--- src/hw/rtl/tbps_pkg.sv ---
package tbps_pkg;

  // Data widths.
  localparam int CoordW = 32;
  localparam int AddrW  = 5;
  localparam int DataW  = 32;
  localparam int HalfW  = 31;
  localparam int ProdW  = 62;
  localparam int DistW  = 64;
  localparam int MagW   = 63;
  localparam int TW     = 31;
  localparam int DivSteps = 5;
  localparam int DivCycles = 6;

  // Register indexes on the configuration port.
  localparam logic [2:0] REG_SEED_A_X = 3'd0;
  localparam logic [2:0] REG_SEED_A_Y = 3'd1;
  localparam logic [2:0] REG_SEED_A_Z = 3'd2;
  localparam logic [2:0] REG_SEED_B_X = 3'd3;
  localparam logic [2:0] REG_SEED_B_Y = 3'd4;
  localparam logic [2:0] REG_SEED_B_Z = 3'd5;

  localparam logic [CoordW-1:0] SEED_B_X_RESET = 32'h0001_0000;

  // Piece kinds.
  localparam logic [1:0] KIND_A   = 2'd0;
  localparam logic [1:0] KIND_B   = 2'd1;
  localparam logic [1:0] KIND_SEG = 2'd2;

  // Point selectors used when a piece is assembled.
  localparam logic [2:0] SEL_V0   = 3'd0;
  localparam logic [2:0] SEL_V1   = 3'd1;
  localparam logic [2:0] SEL_V2   = 3'd2;
  localparam logic [2:0] SEL_C0   = 3'd3;
  localparam logic [2:0] SEL_C1   = 3'd4;
  localparam logic [2:0] SEL_ZERO = 3'd5;

  typedef struct packed {
    logic signed [CoordW-1:0] corner0_x;
    logic signed [CoordW-1:0] corner0_y;
    logic signed [CoordW-1:0] corner0_z;
    logic signed [CoordW-1:0] corner1_x;
    logic signed [CoordW-1:0] corner1_y;
    logic signed [CoordW-1:0] corner1_z;
    logic signed [CoordW-1:0] corner2_x;
    logic signed [CoordW-1:0] corner2_y;
    logic signed [CoordW-1:0] corner2_z;
  } tri_t;

  typedef struct packed {
    logic [1:0]               piece_kind;
    logic signed [CoordW-1:0] out0_x;
    logic signed [CoordW-1:0] out0_y;
    logic signed [CoordW-1:0] out0_z;
    logic signed [CoordW-1:0] out1_x;
    logic signed [CoordW-1:0] out1_y;
    logic signed [CoordW-1:0] out1_z;
    logic signed [CoordW-1:0] out2_x;
    logic signed [CoordW-1:0] out2_y;
    logic signed [CoordW-1:0] out2_z;
    logic                     final_piece;
  } piece_t;

  typedef struct packed {
    logic signed [CoordW-1:0] x;
    logic signed [CoordW-1:0] y;
    logic signed [CoordW-1:0] z;
  } vec_t;

  typedef struct packed {
    vec_t a;
    vec_t b;
  } seeds_t;

  // Classification of one triangle against the plane.
  typedef struct packed {
    logic [1:0] ncut;
    logic [1:0] cut_edge0;
    logic [1:0] cut_edge1;
    logic [1:0] lone;
    logic       lone_pos;
    logic       e0_pos;
    logic       pass_b;
  } cls_t;

  typedef struct packed {
    vec_t [2:0]            vtx;
    logic [2:0][MagW-1:0]  mag;
    cls_t                  cls;
  } work_t;

  typedef struct packed {
    logic [1:0] kind;
    logic [2:0] s0;
    logic [2:0] s1;
    logic [2:0] s2;
    logic       last;
  } pick_t;

  // Corner that follows corner e around the triangle.
  function automatic logic [1:0] next_corner(input logic [1:0] e);
    logic [1:0] n;
    unique case (e)
      2'd0:    n = 2'd1;
      2'd1:    n = 2'd2;
      default: n = 2'd0;
    endcase
    return n;
  endfunction

  function automatic logic [2:0] corner_sel(input logic [1:0] e);
    return {1'b0, e};
  endfunction

  // Point selection, kind and last flag of piece ri of a triangle.
  function automatic pick_t pick_piece(input cls_t c, input logic [1:0] ri);
    pick_t      p;
    logic [1:0] lk;
    logic [1:0] qk;
    logic [2:0] ve;
    logic [2:0] vn;
    logic [2:0] vp;
    lk = c.lone_pos ? KIND_A : KIND_B;
    qk = c.lone_pos ? KIND_B : KIND_A;
    ve = corner_sel(c.cut_edge0);
    vn = corner_sel(next_corner(c.cut_edge0));
    vp = corner_sel(next_corner(next_corner(c.cut_edge0)));
    p = '{kind: KIND_SEG, s0: SEL_C0, s1: SEL_C1, s2: SEL_ZERO, last: 1'b1};
    if (c.ncut == 2'd2) begin
      if (ri == 2'd0) begin
        p.kind = lk;
        p.last = 1'b0;
        unique case (c.lone)
          2'd0:    begin p.s0 = SEL_V0; p.s1 = SEL_C0; p.s2 = SEL_C1; end
          2'd1:    begin p.s0 = SEL_V1; p.s1 = SEL_C1; p.s2 = SEL_C0; end
          default: begin p.s0 = SEL_V2; p.s1 = SEL_C1; p.s2 = SEL_C0; end
        endcase
      end else if (ri == 2'd1) begin
        p.kind = qk;
        p.last = 1'b0;
        unique case (c.lone)
          2'd0:    begin p.s0 = SEL_V1; p.s1 = SEL_V2; p.s2 = SEL_C0; end
          2'd1:    begin p.s0 = SEL_V0; p.s1 = SEL_C1; p.s2 = SEL_V2; end
          default: begin p.s0 = SEL_V0; p.s1 = SEL_V1; p.s2 = SEL_C1; end
        endcase
      end else if (ri == 2'd2) begin
        p.kind = qk;
        p.last = 1'b0;
        unique case (c.lone)
          2'd0:    begin p.s0 = SEL_V2; p.s1 = SEL_C1; p.s2 = SEL_C0; end
          2'd1:    begin p.s0 = SEL_V0; p.s1 = SEL_C0; p.s2 = SEL_C1; end
          default: begin p.s0 = SEL_V1; p.s1 = SEL_C0; p.s2 = SEL_C1; end
        endcase
      end
    end else if (c.ncut == 2'd1) begin
      if (ri == 2'd0) begin
        p.kind = KIND_A;
        p.last = 1'b0;
        p.s2   = SEL_C0;
        if (c.e0_pos) begin
          p.s0 = vp; p.s1 = ve;
        end else begin
          p.s0 = vn; p.s1 = vp;
        end
      end else if (ri == 2'd1) begin
        p.kind = KIND_B;
        p.last = 1'b0;
        p.s2   = SEL_C0;
        if (c.e0_pos) begin
          p.s0 = vn; p.s1 = vp;
        end else begin
          p.s0 = vp; p.s1 = ve;
        end
      end else begin
        p.s0 = SEL_C0;
        p.s1 = vp;
      end
    end else begin
      p.kind = c.pass_b ? KIND_B : KIND_A;
      p.s0   = SEL_V0;
      p.s1   = SEL_V1;
      p.s2   = SEL_V2;
    end
    return p;
  endfunction

endpackage

--- src/hw/rtl/tbps_workq.sv ---
module tbps_workq (
  input  logic             clk,
  input  logic             rst,
  input  logic             wr,
  input  tbps_pkg::work_t  wr_data,
  output logic             q_full,
  input  logic             rd,
  output tbps_pkg::work_t  rd_data,
  output logic             q_empty
);
  import tbps_pkg::*;

  work_t      slots [2];
  logic       wp, rp;
  logic [1:0] cnt;

  assign q_full  = (cnt == 2'd2);
  assign q_empty = (cnt == 2'd0);
  assign rd_data = slots[rp];

  // Two-entry queue between the front and the back.
  always_ff @(posedge clk) begin
    if (rst) begin
      wp  <= 1'b0;
      rp  <= 1'b0;
      cnt <= 2'd0;
    end else begin
      if (wr) wp <= !wp;
      if (rd) rp <= !rp;
      cnt <= cnt + {1'b0, wr} - {1'b0, rd};
    end
  end

  always_ff @(posedge clk) begin
    if (wr) slots[wp] <= wr_data;
  end

endmodule

--- config.mk ---
export PLATFORM = sky130hd
export DESIGN_NAME = tbps_workq
export DESIGN_NICKNAME = d
export VERILOG_FILES = /design/src/hw/rtl/tbps_pkg.sv /design/src/hw/rtl/tbps_workq.sv
export SDC_FILE = /design/constraint.sdc
export NUM_CORES = 1
export LEC_CHECK = 0
export BUFFER_PORTS_ARGS = -buffer_cell sky130_fd_sc_hd__buf_2
export CAP_MARGIN = 30
export CORE_AREA = 2 2 378 380
export CTS_BUF_LIST = sky130_fd_sc_hd__clkbuf_16
export CTS_CLUSTER_SIZE = 12
export DETAILED_ROUTE_END_ITERATION = 8
export DIE_AREA = 0 0 380 382
export PLACE_DENSITY_LB_ADDON = 0.2
export SKIP_CTS_REPAIR_TIMING = 1
export SYNTH_ARGS = -nofsm -noshare
export SYNTH_HDL_FRONTEND = slang
export SYNTH_SLANG_ARGS = --single-unit
--- constraint.sdc ---
create_clock -name clk -period 37.7 [get_ports clk]
set_clock_uncertainty 0.2 [all_clocks]
set_input_delay 3.77 -clock clk [delete_from_list [all_inputs] [get_ports clk]]
set_output_delay 3.77 -clock clk [all_outputs]
set_load 0.01 [all_outputs]
After elaboration in Yosys (flattened, before gate mapping)
Memories as Yosys holds them, arrays and structs flattened. A register that Yosys moved wholly into a read port is not among the register bits. Cells that the tools add are included.

Add/subtract/negate cells: 2. $mul: 0. Divide/modulo/power cells: 0. Magnitude comparators: 0. Eq/ne operators: 1. Shift-type cells: 0. Muxes and demuxes: 4. Bitwise logic cells: 0. Reductions and logical operators: 3.

Operator list (count): $mux W1 (4); $add A2 B1 Y2 (1); $eq A2 B2 Y1 const B (1); $logic_not A1 Y1 (2); $logic_not A2 Y1 (1); $sub A2 B1 Y2 (1).

Register bits after elaboration: 4. Bits in latches: 0. RAM bits: 976. ROM bits: 0. Bits of input ports: 492. Output and inout port bits: 490. Word-level logic and storage cells: 14. Memories kept: 1.

Memory list: slots (depth 2, bits a word 488, rd ports 1, clocked after memory_dff 1, write ports 1, line tbps_workq.sv:13) `work_t slots [2];`.

Longest topological paths before layout
Word-level depth: 3. Gate-level depth with buffers: 6. Mapped depth without buffers: 6.

Least setup slack after synthesis
Ideal clock, no wire load.

Path type: input to register. Start point: input port wr. End point: memory slots[0][0] in the netlist's numbering, enable pin. Library setup time: 1.409 ns. Arrival time: 24.695 ns. Required time: 36.091 ns. Setup slack: 11.396 ns. Cell stages on the path: 1. Buffers on the path: 0. Cell sequence: nor2b_1.

Word-level cells in the longest chain between the ends: 2.

RTL lines: start, declared (line tbps_workq.sv:4) `input logic wr,`; $mux W1 (line tbps_workq.sv:35) `if (wr) slots[wp] <= wr_data;`; $mux W1 (not written as such) (line tbps_workq.sv:35); end, declared (line tbps_workq.sv:13).

No other way between the ends.

==> run metrics <==
Synthesized Nets=2033; Leak Pwr=18.4 nW; H-Tree Depth=3; critical path class=reg -> out; Initial Utilization=0.264; layout overhead on the synthesized area=27.9%; RSZ-0062 raised after global routing=false; routed vias/inst=4.05; clock-pin slew on the worst setup and hold paths=0.05 ns; Setup crit start kind=flip-flop; Layout fillers=13700; fin. max-slew vios=0; Max Cap Violations=0; core area=0.141 mm²; layout cells sized above 1=0.608; DRC Markers=0; Ports=982; Die H=382 µm; clock tree buffer depth=3; worst reg2reg path depth=6; Die Area=0.145 mm²; WP data arrival=5.69 ns; synth unique cells=15; post-synthesis register bit count=981; Final HPWL DP=71.3 mm; WHS Path Cells=2; non-filler instance count after layout=4595; Placer Congestion=0.792; clock tree root driver cell=clkbuf_16; largest net degree at the start of global routing=150; largest fanout on the critical path=53; Main synth FF type=edfxtp_1; WL per Instance=21.5 µm; clock insertion delay at the later pin of the skew report=0.70 ns; drt first pass iters=5; final net count=3100; Tmin final=9.66 ns; status=finished, final reports clean; Slew headroom=0.325; global-route wire length before repair=138 mm; most frequent cells after synthesis=edfxtp_1 (976), mux2_4 (400), mux2_2 (88); measured slew at the worst slew-check pin=1.01 ns; vias in the first global route=20000; Mapped Cells=1539; Routed Antenna Nets=0; mapped cell area=0.0372 mm²; TNS Setup=0 ns; synth warn=0; top cells by area, synth=edfxtp_1 (79%), mux2_4 (16%), mux2_2 (2.7%), buf_8 (0.89%), buf_6 (0.70%); register area share after synthesis=0.791; Critical Path End Type=output port; CP Data Required Time=33.73 ns; fmax=0.103 GHz; port bufs=981; CTS Sinks=981; row cnt=138; syn_area_per_cell=24.1 µm²; multi-input logic area=0.00712 mm²; Yosys top cell by area=edfxtp_1; CTS buffer count=110; Placed Cells=4382; global route total overflow=0; register area=0.0294 mm²; CTS tree=done; hold crit path type=reg -> reg; share of the synthesized area in the top cell type=0.789; fraction of registers with async set/reset=0; final setup violation count=0; count leader, synth=edfxtp_1; DRT iter0 DRCs=1077; chip width=380 µm; initial antenna violation count=48; Max VDD drop=0.0000380 V; total number of vias=18600; final hold violations=0; Tcrit/Tclk final=0.256; Tot GR Track Use=0.130; Post-synth EDFFs=976; final wirelength=98.9 mm; PwrDens=54.7 mW/mm²
[critical path, stage by stage, from the launching register on]
cell	delay, ns
dfxtp_4	0.91
buf_4	0.85
buf_4	0.84
buf_4	0.86
buf_4	0.74
mux2_2	0.41
buf_2	0.14
[final cells by class]
type	count	area share
antenna	16	0.000842
tap	1890	0.0497
clock buffer	111	0.0584
timing repair buffer	1009	0.111
sequential	981	0.619
clock inverter	84	0.0118
inverter	2	0.000158
multi-input combinational	502	0.150
[worst paths after layout]
kind,start,endpoint,slack [ns]
worst min-delay path,rp,flip-flop,0.32
worst max-delay path,flip-flop,rd_data[19],28.04
worst max register to register,wp,slots[1][177],33.06
worst min register to register,rp,flip-flop,0.32
[power by group]
part | switching, W | internal, W | total, W
Sequential | 0.0000177 | 0.00128 | 0.00129
Combinational | 0.000165 | 0.000149 | 0.000315
Clock | 0.000425 | 0.000565 | 0.000990
[cell usage in the layout (no fill, tap or decap), drive strengths merged]
cell | netlist | routed
and2 | 1 | 1
buf | 54 | 1009
bufinv | 0 | 5
clkbuf | 0 | 111
clkinv | 0 | 38
clkinvlp | 0 | 4
dfxtp | 5 | 5
diode | 0 | 16
edfxtp | 976 | 976
ha | 2 | 2
inv | 2 | 39
mux2 | 488 | 488
nor2 | 5 | 5
nor2b | 3 | 3
xnor2 | 2 | 2
xnor3 | 1 | 1
[sequential cells by signal, indices dropped and copies added (netlist names), named ones only]
register,count
slots,976
wp,1
rp,1
cnt,2
[metal layers]
| metal | global-route usage | wire, µm | vias to the layer above |
|---|---|---|---|
| li1 | - | - | 8325 |
| met1 | 0.131 | 34500 | 9247 |
| met2 | 0.233 | 51600 | 742 |
| met3 | 0.0561 | 9250 | 228 |
| met4 | 0.0567 | 3300 | 52 |
| met5 | 0 | 319 | - |
[stage by stage]
step	hold slack (ns)	worst slack (ns)	cell area, µm²	power (W)	utilization
after floorplan	0.280	11.40	37200	0.00154	-
final	0.324	28.04	47500	0.00260	0.337
after global routing	0.393	27.60	47500	0.00270	0.337
after detailed placement	0.299	28.61	44100	0.00164	0.313
after global placement	0.311	28.74	44000	0.00163	0.312
after CTS	0.325	27.79	47400	0.00264	0.337
[cell families (layout without fill, tap and decap cells)]
| kind of cell | Yosys count | in the layout | share of synthesized area |
|---|---|---|---|
| xor gates and xnor gates | 3 | 3 | 0.00108 |
| DFF | 981 | 981 | 0.791 |
| buffers and inverters | 56 | 1206 | 0.0174 |
| other | 0 | 16 | 0 |
| and+or+nand+nor | 9 | 9 | 0.00118 |
| adders and majority gates | 2 | 2 | 0.000673 |
| muxes | 488 | 488 | 0.188 |
Note: power is estimated with default switching activity, not from simulation.
