$ cat config.mk
export PLATFORM = sky130hd
export DESIGN_NAME = tbps_regs
export DESIGN_NICKNAME = d
export VERILOG_FILES = /design/src/hw/rtl/tbps_pkg.sv /design/src/hw/rtl/tbps_regs.sv
export SDC_FILE = /design/constraint.sdc
export NUM_CORES = 1
export LEC_CHECK = 0
export ABC_AREA = 1
export ABC_CLOCK_PERIOD_IN_PS = 2730
export BUFFER_PORTS_ARGS = -buffer_cell sky130_fd_sc_hd__buf_2
export CAP_MARGIN = 10
export CORE_MARGIN = 1.5
export CORE_UTILIZATION = 57
export CTS_CLUSTER_DIAMETER = 40
export CTS_CLUSTER_SIZE = 8
export DETAILED_ROUTE_END_ITERATION = 6
export PLACE_DENSITY = 0.86
export RECOVER_POWER = 50
export REMOVE_ABC_BUFFERS = 1
export SLEW_MARGIN = 20
export SYNTH_ARGS = -nofsm -noshare
export SYNTH_HDL_FRONTEND = slang
export SYNTH_SLANG_ARGS = --single-unit
$ cat constraint.sdc
create_clock -name clk -period 2.73 [get_ports clk]
set_clock_uncertainty 0.15 [all_clocks]
set_input_delay 0.1365 -clock clk [delete_from_list [all_inputs] [get_ports clk]]
set_output_delay 0.1365 -clock clk [all_outputs]
set_load 0.005 [all_outputs]
$ cat src/hw/rtl/tbps_pkg.sv
package tbps_pkg;

  // Data widths.
  localparam int CoordW = 32;
  localparam int AddrW  = 5;
  localparam int DataW  = 32;
  localparam int HalfW  = 31;
  localparam int ProdW  = 62;
  localparam int DistW  = 64;
  localparam int MagW   = 63;
  localparam int TW     = 31;
  localparam int DivSteps = 5;
  localparam int DivCycles = 6;

  // Register indexes on the configuration port.
  localparam logic [2:0] REG_SEED_A_X = 3'd0;
  localparam logic [2:0] REG_SEED_A_Y = 3'd1;
  localparam logic [2:0] REG_SEED_A_Z = 3'd2;
  localparam logic [2:0] REG_SEED_B_X = 3'd3;
  localparam logic [2:0] REG_SEED_B_Y = 3'd4;
  localparam logic [2:0] REG_SEED_B_Z = 3'd5;

  localparam logic [CoordW-1:0] SEED_B_X_RESET = 32'h0001_0000;

  // Piece kinds.
  localparam logic [1:0] KIND_A   = 2'd0;
  localparam logic [1:0] KIND_B   = 2'd1;
  localparam logic [1:0] KIND_SEG = 2'd2;

  // Point selectors used when a piece is assembled.
  localparam logic [2:0] SEL_V0   = 3'd0;
  localparam logic [2:0] SEL_V1   = 3'd1;
  localparam logic [2:0] SEL_V2   = 3'd2;
  localparam logic [2:0] SEL_C0   = 3'd3;
  localparam logic [2:0] SEL_C1   = 3'd4;
  localparam logic [2:0] SEL_ZERO = 3'd5;

  typedef struct packed {
    logic signed [CoordW-1:0] corner0_x;
    logic signed [CoordW-1:0] corner0_y;
    logic signed [CoordW-1:0] corner0_z;
    logic signed [CoordW-1:0] corner1_x;
    logic signed [CoordW-1:0] corner1_y;
    logic signed [CoordW-1:0] corner1_z;
    logic signed [CoordW-1:0] corner2_x;
    logic signed [CoordW-1:0] corner2_y;
    logic signed [CoordW-1:0] corner2_z;
  } tri_t;

  typedef struct packed {
    logic [1:0]               piece_kind;
    logic signed [CoordW-1:0] out0_x;
    logic signed [CoordW-1:0] out0_y;
    logic signed [CoordW-1:0] out0_z;
    logic signed [CoordW-1:0] out1_x;
    logic signed [CoordW-1:0] out1_y;
    logic signed [CoordW-1:0] out1_z;
    logic signed [CoordW-1:0] out2_x;
    logic signed [CoordW-1:0] out2_y;
    logic signed [CoordW-1:0] out2_z;
    logic                     final_piece;
  } piece_t;

  typedef struct packed {
    logic signed [CoordW-1:0] x;
    logic signed [CoordW-1:0] y;
    logic signed [CoordW-1:0] z;
  } vec_t;

  typedef struct packed {
    vec_t a;
    vec_t b;
  } seeds_t;

  // Classification of one triangle against the plane.
  typedef struct packed {
    logic [1:0] ncut;
    logic [1:0] cut_edge0;
    logic [1:0] cut_edge1;
    logic [1:0] lone;
    logic       lone_pos;
    logic       e0_pos;
    logic       pass_b;
  } cls_t;

  typedef struct packed {
    vec_t [2:0]            vtx;
    logic [2:0][MagW-1:0]  mag;
    cls_t                  cls;
  } work_t;

  typedef struct packed {
    logic [1:0] kind;
    logic [2:0] s0;
    logic [2:0] s1;
    logic [2:0] s2;
    logic       last;
  } pick_t;

  // Corner that follows corner e around the triangle.
  function automatic logic [1:0] next_corner(input logic [1:0] e);
    logic [1:0] n;
    unique case (e)
      2'd0:    n = 2'd1;
      2'd1:    n = 2'd2;
      default: n = 2'd0;
    endcase
    return n;
  endfunction

  function automatic logic [2:0] corner_sel(input logic [1:0] e);
    return {1'b0, e};
  endfunction

  // Point selection, kind and last flag of piece ri of a triangle.
  function automatic pick_t pick_piece(input cls_t c, input logic [1:0] ri);
    pick_t      p;
    logic [1:0] lk;
    logic [1:0] qk;
    logic [2:0] ve;
    logic [2:0] vn;
    logic [2:0] vp;
    lk = c.lone_pos ? KIND_A : KIND_B;
    qk = c.lone_pos ? KIND_B : KIND_A;
    ve = corner_sel(c.cut_edge0);
    vn = corner_sel(next_corner(c.cut_edge0));
    vp = corner_sel(next_corner(next_corner(c.cut_edge0)));
    p = '{kind: KIND_SEG, s0: SEL_C0, s1: SEL_C1, s2: SEL_ZERO, last: 1'b1};
    if (c.ncut == 2'd2) begin
      if (ri == 2'd0) begin
        p.kind = lk;
        p.last = 1'b0;
        unique case (c.lone)
          2'd0:    begin p.s0 = SEL_V0; p.s1 = SEL_C0; p.s2 = SEL_C1; end
          2'd1:    begin p.s0 = SEL_V1; p.s1 = SEL_C1; p.s2 = SEL_C0; end
          default: begin p.s0 = SEL_V2; p.s1 = SEL_C1; p.s2 = SEL_C0; end
        endcase
      end else if (ri == 2'd1) begin
        p.kind = qk;
        p.last = 1'b0;
        unique case (c.lone)
          2'd0:    begin p.s0 = SEL_V1; p.s1 = SEL_V2; p.s2 = SEL_C0; end
          2'd1:    begin p.s0 = SEL_V0; p.s1 = SEL_C1; p.s2 = SEL_V2; end
          default: begin p.s0 = SEL_V0; p.s1 = SEL_V1; p.s2 = SEL_C1; end
        endcase
      end else if (ri == 2'd2) begin
        p.kind = qk;
        p.last = 1'b0;
        unique case (c.lone)
          2'd0:    begin p.s0 = SEL_V2; p.s1 = SEL_C1; p.s2 = SEL_C0; end
          2'd1:    begin p.s0 = SEL_V0; p.s1 = SEL_C0; p.s2 = SEL_C1; end
          default: begin p.s0 = SEL_V1; p.s1 = SEL_C0; p.s2 = SEL_C1; end
        endcase
      end
    end else if (c.ncut == 2'd1) begin
      if (ri == 2'd0) begin
        p.kind = KIND_A;
        p.last = 1'b0;
        p.s2   = SEL_C0;
        if (c.e0_pos) begin
          p.s0 = vp; p.s1 = ve;
        end else begin
          p.s0 = vn; p.s1 = vp;
        end
      end else if (ri == 2'd1) begin
        p.kind = KIND_B;
        p.last = 1'b0;
        p.s2   = SEL_C0;
        if (c.e0_pos) begin
          p.s0 = vn; p.s1 = vp;
        end else begin
          p.s0 = vp; p.s1 = ve;
        end
      end else begin
        p.s0 = SEL_C0;
        p.s1 = vp;
      end
    end else begin
      p.kind = c.pass_b ? KIND_B : KIND_A;
      p.s0   = SEL_V0;
      p.s1   = SEL_V1;
      p.s2   = SEL_V2;
    end
    return p;
  endfunction

endpackage

$ cat src/hw/rtl/tbps_regs.sv
module tbps_regs (
  input  logic                        clk,
  input  logic                        rst,
  input  logic                        psel,
  input  logic                        penable,
  input  logic                        pwrite,
  input  logic [tbps_pkg::AddrW-1:0]  paddr,
  input  logic [tbps_pkg::DataW-1:0]  pwdata,
  output logic [tbps_pkg::DataW-1:0]  prdata,
  output logic                        pready,
  output tbps_pkg::seeds_t            seeds
);
  import tbps_pkg::*;

  logic       wr_en;
  logic [2:0] idx;

  assign pready = 1'b1;
  assign wr_en  = psel && penable && pwrite;
  assign idx    = paddr[4:2];

  // Seed registers, written by a completed write transaction.
  always_ff @(posedge clk) begin
    if (rst) begin
      seeds.a.x <= '0;
      seeds.a.y <= '0;
      seeds.a.z <= '0;
      seeds.b.x <= SEED_B_X_RESET;
      seeds.b.y <= '0;
      seeds.b.z <= '0;
    end else if (wr_en) begin
      unique case (idx)
        REG_SEED_A_X: seeds.a.x <= pwdata;
        REG_SEED_A_Y: seeds.a.y <= pwdata;
        REG_SEED_A_Z: seeds.a.z <= pwdata;
        REG_SEED_B_X: seeds.b.x <= pwdata;
        REG_SEED_B_Y: seeds.b.y <= pwdata;
        REG_SEED_B_Z: seeds.b.z <= pwdata;
        default: ;
      endcase
    end
  end

  // Read data.
  always_comb begin
    unique case (idx)
      REG_SEED_A_X: prdata = seeds.a.x;
      REG_SEED_A_Y: prdata = seeds.a.y;
      REG_SEED_A_Z: prdata = seeds.a.z;
      REG_SEED_B_X: prdata = seeds.b.x;
      REG_SEED_B_Y: prdata = seeds.b.y;
      REG_SEED_B_Z: prdata = seeds.b.z;
      default:      prdata = '0;
    endcase
  end

endmodule

# Word level (Yosys, flattened, before mapping)
# Cells that the tools add are included.
# W data, S select, Z words.
# word_totals
wordCells,21
out_inout_bits,225
in_bits,42
regBits,192
# classes
reduce_logical,9
n_eq_ne,5
muxes,1
# op_table
operator,n
$pmux W32 S6,1
$reduce_and A2 Y1,6
$eq A3 B2 Y1 const B,2
$eq A3 B3 Y1 const B,2
$eq A3 B1 Y1 const B,1
$logic_not A3 Y1,1
$logic_and A1 B1 Y1,2

# Logic depth before layout (Yosys ltp)
# depth
word_depth,3
mapped_depth,9
mapped_depth_nobuf,7

# Least setup slack after synthesis
# OpenSTA, ideal clock, no wires.
# synth_timing
path_type,input -> output
start,input paddr[3] in the netlist's numbering
end,output prdata[15] in the netlist's numbering
path_stages,8
n_path_buf,3
t_arrival_ns,1.054
path_slack_ns,1.389
required_ns,2.444
cell_sequence,buf_2 nor2_2 buf_4 clkbuf_1 nand3_1 nand2_1 nor2_1 nand2_1
# synth_between
elab_chain_cells,2
word_cells_on_any_way,7
cone_classes,eq/ne (5); mux (1); reduce/logical (1)
# synth_rtl
element,line,source
start: declaration,tbps_regs.sv:7,"input logic [tbps_pkg::AddrW-1:0] paddr,"
$eq A3 B3 Y1 (tied with other cells),tbps_regs.sv:46,unique case (idx)
$pmux W32 S6 *,tbps_regs.sv:46,
end: declaration,tbps_regs.sv:9,"output logic [tbps_pkg::DataW-1:0] prdata,"
# Mark *: on every way between the ends. The rest lies on a longest branch, timed or not.

# Worst setup path in the final report
# layout_timing
start,input paddr[4] in the netlist's numbering
end,output prdata[16] in the netlist's numbering
# The elaborated chain is that of the path after synthesis.

==> summary.txt <==
Worst setup path
  • R2R depth: 2
  • Crit path launch: paddr[4]
  • Crit Path Class: input pin to output port
  • Reg2reg end: seeds[186]
  • Critical Path RT: 2440 ps
  • CP Launch Type: input pin
  • CP max FO: 18
  • Crit. End Element: output port
  • RR Startpoint: seeds[186]
  • Worst R2R Setup Slack: 1900 ps
  • CP arrival: 1780 ps

Floorplanning
  • Chip height: 130.8 um
  • Die area: 17,100 um2
  • Core area: 15,940 um2
  • # IOs: 267
  • Die Span X: 130.8 um
  • Starting density of the core: 0.5837
  • FP Rows: 46

CTS
  • TritonCTS Buffers: 17
  • Reg clk slew, reported paths: 70 ps
  • CTS Root Cell: clkbuf_16
  • Worst-Skew Late Latency: 430 ps
  • Maximum root-to-sink buffer count: 2
  • TritonCTS clock tree: built
  • Post-CTS setup buffers: 0
  • Clk sink count: 192
  • H-tree levels: 4

Final layout
  • Area grow syn2layout: 23.04%
  • Share of cells above drive strength 1: 0.1114
  • Largest regs: seeds (192)
  • Multi-input gate area: 4713 um2
  • Most common library cell in the layout ignoring fill and taps: nor2_1
  • Util after Layout: 0.7183
  • Most flops, register: seeds
  • Final nets: 1,767
  • Most frequent cells in the layout: 439 x nor2_1, 383 x nand2_1, 195 x nand3_1
  • Ant. Diodes: 0
  • Number of flip-flops in the largest register: 192
  • Reg area: 3844 um2
  • # fillers: 1,403

Pwr
  • Sw power: 1.463 mW
  • Reg power frac: 0.487
  • Comb power frac: 0.097
  • Clock power frac: 0.416
  • Total Power: 5.885 mW
  • Maximum vdd ir drop: 0.4053 mV
  • Pleak: 5.264 nW
  • Sw Ratio: 0.2486
  • Pwr/cell area: 513.9 nW/um2
  • Internal Dissipation: 4.422 mW

STA
  • Setup TNS: 0 ps
  • Worst Tran Pin Value: 1245 ps
  • RSZ-0062 raised after global routing: false
  • Slew Viols, Final: 0
  • Final Hold Viols: 0
  • Final period utilization: 0.7574
  • Tmin final: 2068 ps
  • Slew margin rel.: 0.1670
  • Maximum clock rate: 483.6 MHz
  • Count of final setup violators: 0

Global routing
  • GRT Resource Usage Total: 0.3510
  • Vias in the first global route: 9,231
  • Global route overflow: 0
  • First-pass GRT wire length: 46,640 um
  • Largest net degree at the start of global routing: 61
  • Initial antenna violation count: 0

Routing
  • Drt via density: 5.483
  • Final ANT Viol Nets: 0
  • Via count: 10,680
  • # DRC: 0
  • 1st-iter DRT viols: 1,022
  • WL final: 30,720 um
  • Detailed Routing Iterations Pass 1: 7
  • Routed wire length per instance: 15.77 um

Synth
  • Post-Synthesis Cells: 1,494
  • Synth cell types: 16
  • #FFs+latches synth: 192
  • Avg Cell Area, Syn: 6.229 um2
  • Yosys warning total: 0
  • Sequential area share after synthesis: 0.4130
  • Synth Cell Area: 9306 um2

Outcome
  • Outcome: complete, no violations

Min path
  • Hold Path End: seeds[8]
  • Worst hold stages: 4
  • Hold path start: rst
  • Hold Path Class: input pin to flop

Job
  • Max-cap violations: 0

Placed design
  • Port buffer count: 263
  • DP HPWL: 19,060 um
  • Placer Congestion: 0.8391
## synth_stat cells
| library cell | instances | area [um2] |
|---|---|---|
| nand3_1 | 195 | 975.9 |
| buf_2 | 70 | 350.3 |
| buf_4 | 7 | 52.55 |
| nand2_1 | 383 | 1438 |
| clkbuf_1 | 31 | 116.4 |
| o21ai_0 | 1 | 5.000 |
| dfxtp_1 | 192 | 3844 |
| nand4_1 | 65 | 406.6 |
| nand3_2 | 2 | 20.02 |
| nor2_2 | 5 | 31.28 |
| inv_2 | 3 | 11.26 |
| buf_1 | 7 | 26.28 |
| inv_1 | 66 | 247.7 |
| a21oi_1 | 23 | 115.1 |
| nor2_1 | 443 | 1663 |
| conb_1 | 1 | 3.750 |
## cell type report
type,instances,share of cell area
Inverter,69,0.02306
Multi-Input combinational cell,1118,0.4116
Timing Repair Buffer,327,0.1581
Clock buffer,18,0.03748
Tap cell,216,0.02360
Sequential cell,192,0.3357
Clock inverter,8,0.01049
## critical path: stages
cell     delay (ps)
buf_2           130
inv_2           300
nand2_1         160
nor2_4          350
buf_4           340
nand2_1          80
nand2_1          70
inv_1            40
nand2_1          50
buf_2           130
## per-stage QoR
stage | cell area, um2 | std cells | setup WS [ps] | hold slack, ps
2_1_floorplan | 8761 | 1379 | -613.0 | 112.9
3_3_place_gp | 10780 | 1890 | 643.2 | 215.8
3_5_place_dp | 10780 | 1890 | 578.7 | 218.7
4_1_cts | 11640 | 1948 | 714.9 | 73.68
5_1_grt | 11450 | 1948 | 568.4 | 92.86
6_report | 11450 | 1948 | 662.3 | 85.53
## what timing repair did
item / 4_1_cts / 5_1_grt
gates resized for setup: 0 / 0
hold buffers: 32 / 0
endpoints found under the hold margin: 175 / 0
## how the worst max path moves through the flow
| stage | to | slack (ps) | cells after the start |
|---|---|---|---|
| final | prdata[16] | 660 | 10 |
| after CTS | prdata[16] | 710 | 10 |
| after detailed placement | seeds[129] | 580 | 7 |
| after global routing | seeds[88] | 570 | 8 |
| after global placement | seeds[159] | 640 | 7 |
| after floorplan | seeds[80] | -610 | 2 |
## power by group through the flow
stage          Sequential [mW]  Combinational [mW]  Clock [mW]
6_report                  2.87               0.572        2.45
5_1_grt                   2.87               0.621        2.57
4_1_cts                   2.86               0.565        2.45
3_5_place_dp              2.93               0.528           0
3_3_place_gp              2.93               0.518           0
2_1_floorplan             2.93               0.300           0
## kinds of logic after synthesis
family          share of synthesized area
compound gates                    0.01291
other cells                     0.0004029
simple gates                       0.4872
flops                              0.4130
buf+inv                           0.08645
## per-layer routing
layer,GRT usage,part of all wire
met1,0.4388,0.40
met2,0.5824,0.47
met3,0.08754,0.11
met4,0.1416,0.026
met5,0,0
Note: power is estimated with default switching activity, not from simulation.
